--- config.mk ---
export PLATFORM = sky130hd
export DESIGN_NAME = hds_datapath
export DESIGN_NICKNAME = d
export VERILOG_FILES = /design/src/sv/hds_pkg.sv /design/src/sv/hds_datapath.sv
export SDC_FILE = /design/constraint.sdc
export NUM_CORES = 2
export LEC_CHECK = 0
export BUFFER_PORTS_ARGS = -buffer_cell sky130_fd_sc_hd__buf_4
export CAP_MARGIN = 20
export CORE_MARGIN = 4
export CORE_UTILIZATION = 58
export CTS_CLUSTER_DIAMETER = 100
export DETAILED_ROUTE_END_ITERATION = 10
export MAX_ROUTING_LAYER = met4
export PLACE_DENSITY = 0.79
export SLEW_MARGIN = 10
export SYNTH_ARGS = -nofsm -noshare
export SYNTH_HDL_FRONTEND = slang
export SYNTH_SLANG_ARGS = --single-unit
--- constraint.sdc ---
create_clock -name clk -period 5.81 [get_ports clk]
set_clock_uncertainty 0.15 [all_clocks]
set_input_delay 0.2905 -clock clk [delete_from_list [all_inputs] [get_ports clk]]
set_output_delay 0.2905 -clock clk [all_outputs]
set_load 0.02 [all_outputs]
--- src/sv/hds_pkg.sv ---
`default_nettype none

package hds_pkg;

    localparam int MAX_COLUMNS = 1024;
    localparam int MAX_ROWS    = 1024;
    localparam int COL_W       = $clog2(MAX_COLUMNS);
    localparam int ROW_W       = $clog2(MAX_ROWS);

    localparam int CFG_W       = 11;
    localparam int GAIN_W      = 17;
    localparam int CFG_INDEX_W = 2;
    localparam int CFG_DATA_W  = GAIN_W;

    localparam int TEMP_W      = 32;
    localparam int PAIR_W      = TEMP_W + 1;
    localparam int DIFF_W      = TEMP_W + 3;
    localparam int PROD_W      = DIFF_W + GAIN_W;
    localparam int ROUND_SHIFT = 18;
    localparam int DELTA_W     = PROD_W - ROUND_SHIFT;
    localparam int SUM_W       = DELTA_W + 1;

    localparam logic [GAIN_W-1:0] GAIN_ONE = GAIN_W'(65536);
    localparam logic [TEMP_W-1:0] TEMP_MAX = {1'b0, {(TEMP_W-1){1'b1}}};
    localparam logic [TEMP_W-1:0] TEMP_MIN = {1'b1, {(TEMP_W-1){1'b0}}};

    typedef enum logic [CFG_INDEX_W-1:0] {
        REG_ROW_COUNT      = 2'd0,
        REG_COLUMN_COUNT   = 2'd1,
        REG_DIFFUSION_GAIN = 2'd2
    } cfg_index_t;

    typedef struct packed {
        logic [ROW_W:0]    rows;
        logic [COL_W:0]    cols;
        logic [GAIN_W-1:0] gain;
    } cfg_t;

    typedef struct packed {
        logic signed [TEMP_W-1:0] self_val;
        logic signed [PAIR_W-1:0] lr;
        logic signed [PAIR_W-1:0] ab;
        logic                     last;
    } job_t;

endpackage

`default_nettype wire

--- src/sv/hds_datapath.sv ---
`default_nettype none

module hds_datapath (
    input  logic                              clk,
    input  logic                              rst_n,
    input  logic [hds_pkg::GAIN_W-1:0]        gain,
    input  logic                              job_valid,
    output logic                              job_ready,
    input  hds_pkg::job_t                     job,
    output logic                              out_valid,
    input  logic                              out_ready,
    output logic signed [hds_pkg::TEMP_W-1:0] out_data,
    output logic                              out_last
);
    import hds_pkg::*;

    logic                     jv_reg;
    job_t                     job_reg;
    logic                     dv_reg;
    logic signed [TEMP_W-1:0] self_d_reg;
    logic signed [DIFF_W-1:0] diff_reg;
    logic signed [DIFF_W-1:0] diff_next;
    logic                     last_d_reg;
    logic                     pv_reg;
    logic signed [TEMP_W-1:0] self_p_reg;
    logic signed [PROD_W-1:0] prod_reg;
    logic signed [PROD_W:0]   prod_full;
    logic                     last_p_reg;
    logic                     out_valid_reg;
    logic signed [TEMP_W-1:0] out_data_reg;
    logic                     out_last_reg;

    logic                     out_free;
    logic                     p_ready;
    logic                     d_ready;
    logic signed [DELTA_W-1:0] delta;
    logic signed [SUM_W-1:0]  sum;
    logic signed [TEMP_W-1:0] result;

    assign out_free  = !out_valid_reg || out_ready;
    assign p_ready   = !pv_reg || out_free;
    assign d_ready   = !dv_reg || p_ready;
    assign job_ready = !jv_reg || d_ready;

    assign diff_next = $signed({{2{job_reg.lr[PAIR_W-1]}}, job_reg.lr})
                     + $signed({{2{job_reg.ab[PAIR_W-1]}}, job_reg.ab})
                     - $signed({job_reg.self_val[TEMP_W-1], job_reg.self_val, 2'b00});

    assign prod_full = $signed({1'b0, gain}) * diff_reg;

    // Floor of (product + half) over 2^18: upper bits plus the rounding bit.
    assign delta = prod_reg[PROD_W-1:ROUND_SHIFT];
    assign sum   = $signed({{(SUM_W-TEMP_W){self_p_reg[TEMP_W-1]}}, self_p_reg})
                 + $signed({delta[DELTA_W-1], delta})
                 + $signed({{(SUM_W-1){1'b0}}, prod_reg[ROUND_SHIFT-1]});

    always_comb
    begin
        if ((&sum[SUM_W-1:TEMP_W-1]) || !(|sum[SUM_W-1:TEMP_W-1]))
        begin
            result = sum[TEMP_W-1:0];
        end
        else if (sum[SUM_W-1])
        begin
            result = TEMP_MIN;
        end
        else
        begin
            result = TEMP_MAX;
        end
    end

    always_ff @(posedge clk or negedge rst_n)
    begin
        if (!rst_n)
        begin
            jv_reg        <= 1'b0;
            dv_reg        <= 1'b0;
            pv_reg        <= 1'b0;
            out_valid_reg <= 1'b0;
        end
        else
        begin
            if (job_ready)
            begin
                jv_reg <= job_valid;
            end
            if (d_ready)
            begin
                dv_reg <= jv_reg;
            end
            if (p_ready)
            begin
                pv_reg <= dv_reg;
            end
            if (out_free)
            begin
                out_valid_reg <= pv_reg;
            end
        end
    end

    always_ff @(posedge clk)
    begin
        if (job_ready && job_valid)
        begin
            job_reg <= job;
        end
        if (d_ready && jv_reg)
        begin
            self_d_reg <= job_reg.self_val;
            diff_reg   <= diff_next;
            last_d_reg <= job_reg.last;
        end
        if (p_ready && dv_reg)
        begin
            self_p_reg <= self_d_reg;
            prod_reg   <= prod_full[PROD_W-1:0];
            last_p_reg <= last_d_reg;
        end
        if (out_free && pv_reg)
        begin
            out_data_reg <= result;
            out_last_reg <= last_p_reg;
        end
    end

    assign out_valid = out_valid_reg;
    assign out_data  = out_data_reg;
    assign out_last  = out_last_reg;

endmodule

`default_nettype wire

* After elaboration in Yosys (flattened, before gate mapping)
Cells that the tools add are included.
** Word-level totals
- Bits in read-only memories :: 0
- Memories kept :: 0
- Register bits :: 289
- Bits in latches :: 0
- Output and inout port bits :: 35
- RAM bits :: 0
** Cells by class
- $add $sub $neg :: 4
- Div/mod/pow operators :: 0
- Magnitude comparators :: 0
- $mul :: 1
- Bitwise gates (word level) :: 0
- Shifts and indexed selects :: 0
- Equal/unequal tests :: 0
- Muxes and demuxes :: 2
- Reduce and logical (&&, ||, !) cells :: 16
** Operators by type and width (number)
- $mux W32 :: 2
- $mul A18 B35 Y52 :: 1
- $add A32 B34 Y35 :: 1
- $add A35 B2 Y35 :: 1
- $sub A34 B34 Y35 :: 1
- $add A33 B33 Y34 :: 1
- $logic_not A1 Y1 :: 5
- $logic_or A1 B1 Y1 :: 5
- $logic_and A1 B1 Y1 :: 4
- $reduce_and A4 Y1 :: 1
- $reduce_or A4 Y1 :: 1

* Longest topological paths before layout
- Depth in word-level cells :: 6
- Depth in mapped cells :: 25
- Depth with buffers taken out :: 24

* Least setup slack after synthesis
OpenSTA, ideal clock, no wires.
- Path type :: input port to flip-flop
- From :: input gain[9] in the netlist's numbering
- To :: register prod_reg[46] (data pin)
- Path slack :: -0.721 ns
- Arrival :: 6.121 ns
- Stages on the path :: 25
- Required time :: 5.400 ns
- Cells stage by stage :: clkbuf_1 clkbuf_1 nand2_1 fa_1 inv_1 fa_1 inv_1 fa_1 inv_1 fa_1 fa_1 inv_1 fa_1 inv_1 ha_1 a21oi_1 o21ai_0 a211oi_1 o21a_1 o311ai_1 a31o_2 a31oi_1 o21ai_1 a21o_1 xor2_1
** Between the ends
- Cells in the longest elaborated chain, start to end :: 1
** RTL lines
- start, declared :: line hds_datapath.sv:6 : input logic [hds_pkg::GAIN_W-1:0] gain,
- $mul A18 B35 Y52 :: line hds_datapath.sv:49 : assign prod_full = $signed({1'b0, gain}) * diff_reg;
- named net prod_full[46] :: line hds_datapath.sv:27 : logic signed [PROD_W:0] prod_full;
- end signal, assigned :: line hds_datapath.sv:118 : prod_reg <= prod_full[PROD_W-1:0];
- end, declared :: line hds_datapath.sv:26 : logic signed [PROD_W-1:0] prod_reg;
The timed path passes the listed nets, and every way through them passes these cells.
A chain may end at the register's enable or synchronous reset.

* Worst setup path in the final report
- From :: register diff_reg[13]
- To :: register prod_reg[51] (data pin)
** Between the ends
- Cells in the longest elaborated chain, start to end :: 1
** RTL lines
- start, declared :: line hds_datapath.sv:21 : logic signed [DIFF_W-1:0] diff_reg;
- start signal, assigned :: line hds_datapath.sv:112 : diff_reg <= diff_next;
- $mul A18 B35 Y52 :: line hds_datapath.sv:49
- named net prod_full[51] :: line hds_datapath.sv:27
The timed path passes the listed nets, and every way through them passes these cells.

==> metrics.cfg <==
[layout]
utilization = 0.718
multiInputGateArea_um2 = 22000
drive_gt1_frac = 0.182
layout_common_cells = inv_1 (794), fa_1 (573), buf_4 (431), nand2_1 (399), edfxtp_1 (268)
seqCellArea_um2 = 8150
layout.nets = 4607
syn2layout_area_growth_pct = 21.5
largest_register_ffs = 99
fillers = 3648
layout_commonest_cell = inv_1

[clock_network]
clock-sinks = 272
worstSkewPairLatency_ns = 0.61
numCtsBuffers = 31
clockBufferDepth = 3
clock-root-buffer = clkbuf_16
clk_pin_slew_worst_paths_ns = 0.07
tritoncts = built
cts_max_level = 1

[drt]
ant_nets = 0
routedWlPerCell_um = 19.7
via_per_inst = 5.49
drt_iter0_markers = 2036
drc_errors = 0
vias = 24594
drt_first_pass_iters = 7
wirelength_mm = 88.1

[sta]
post-route-period-util = 1.12
worst_pin_slew_ns = 1.16
hold_violations = 0
max-slew-margin-rel = 0.217
period_minus_slack_ns = 6.48
hold_slack_ns = 0.241
finalSetupViolCount = 30
slew_viol_final = 0
rsz0062_at_grt = true
max_freq_mhz = 154
setup_ws_ns = -0.675

[die]
start_util = 0.591
fp-row-count = 86
die_area_um2 = 60400
ios = 155
die_x_um = 246
fp.dieH_um = 246
core_area_um2 = 55500

[critical_path]
cpMaxStageDelayCell = fa_1
cp.buffers_inverters = 6
critPathMaxStageDelay_ns = 0.53
cp-start-kind = flop
crit_top_cell = fa_1
worstSetupEndpointType = flop
path_cells = buf_6 > and2_4 > fa_1 > inv_1 > fa_1 > fa_1 > inv_1 > fa_1 > fa_1 > inv_1 > fa_1 > inv_2 > ha_4 > a21oi_4 > o21ai_4 > a211oi_2 > o21a_2 > o311ai_4 > buf_6 > a21oi_4 > a21oi_2 > a21o_1 > a21oi_2 > xnor2_1
cpLargestDelayFamily = adder cells
worstPathRequired_ns = 5.99
worstSetupPathType = flop to flop
crit_fanout = 6
worstPathArrival_ns = 6.67

[synthesis]
ys_types = 71
synthCells = 3222
avgSynthCellArea_um2 = 10.2
syn_area_um2 = 32800
yosysWarnings = 0
yosys-top-cells-area = fa_1 (36%), edfxtp_1 (25%), inv_1 (9.3%), ha_1 (7.1%), and2_1 (4.7%)
synth_fp_nets = 4121
ys.flop_type = edfxtp_1
yosys.area.top_type = fa_1
synth-edff-count = 268
async_reset_ff_frac = 0.0147
synth_seq_cells = 272
synth_top_area_share = 0.362
yosysSeqAreaShare = 0.248

[min_path]
hp-class = input port to flop

[global_routing]
grt_max_degree = 69
overflow = 0
first_global_vias = 26556
grt_pass1_wl_mm = 140
grtUsageTotal = 0.304
antenna_found_initial = 1

[placed_design]
dp_slack_ns = -0.882
port_buffers = 154
hpwl_mm = 65.1
place_congestion = 0.939

[outcome]
status = complete, but fails checks
violations = negative setup slack

[job]
maxCapViolCount = 0

-- per-stage QoR --
step / area, µm² / std cells / setup TNS, ns
after CTS: 39300 / 4462 / -11.04
after floorplan: 33400 / 3222 / -0.414
after global placement: 37000 / 4286 / -14.58
after global routing: 39900 / 4480 / -18.05
final: 39900 / 4480 / -13.13
after detailed placement: 37000 / 4286 / -15.68
-- cells in the mapped netlist, types with 4 or more instances --
library cell  count
inv_1           812
fa_1            593
nand2_1         406
edfxtp_1        268
and2_1          245
ha_1            186
clkbuf_1        109
a21oi_1          97
xnor2_1          65
nor2_1           55
o21ai_0          45
a21o_1           40
xor2_1           36
o21ai_1          33
nand4_1          17
nand2b_1         16
nand3_1          16
a31oi_1          15
nor2b_1          14
a211oi_1         13
o21bai_1         13
and3_1           12
nor3_1           12
o211ai_1         11
o21a_1           11
a211o_1           5
o31ai_1           5
a31o_2            4
buf_2             4
dfrtp_1           4
-- cell families after synthesis --
group / after synthesis / synth area share
buffers and inverters: 927 / 0.107
and+or+nand+nor: 815 / 0.121
adders and majority gates: 779 / 0.433
muxes: 2 / 0.000611
xor gates and xnor gates: 101 / 0.0270
DFF: 272 / 0.248
AOI/OAI and AO/OA: 326 / 0.0634
-- metal layers --
metal,GRT usage,up-vias,routed length (µm)
met5,-,-,0
met4,0.117,0,4580
met3,0.0683,275,8680
met2,0.492,1264,42500
met1,0.379,12260,32300
li1,-,10795,-
-- what timing repair did --
action	in CTS	in global routing
setup endpoints to repair	31	35
gates cloned	0	0
hold endpoints to repair	106	0
resized for setup	43	99
pin swaps	26	45
setup buffers	20	19
hold buffers	104	0
-- area by class of cell --
| cell class | count | area share |
|---|---|---|
| inverter | 812 | 0.0765 |
| tap | 748 | 0.0235 |
| timing repair buffer | 568 | 0.119 |
| sequential | 272 | 0.204 |
| clock buffer | 36 | 0.0199 |
| clock inverter | 20 | 0.00512 |
| multi-input combinational | 2023 | 0.551 |
| antenna | 1 | 0.0000628 |
-- worst paths after layout --
path,from,to,slack (ns),cells after the start
setup / recovery,diff_reg[13],prod_reg[51],-0.67,24
hold / removal,job[97],job_reg[97],0.24,2
min in group asynchronous,rst_n,out_valid,0.44,3
max in group asynchronous,rst_n,pv_reg,4.90,3
hold reg to reg,last_d_reg,last_p_reg,0.28,0
setup reg to reg,diff_reg[13],prod_reg[51],-0.67,24
Power is left out: the tool's default activity adds up to more than one toggle a clock period on the data nets, which glitch-free logic cannot reach.
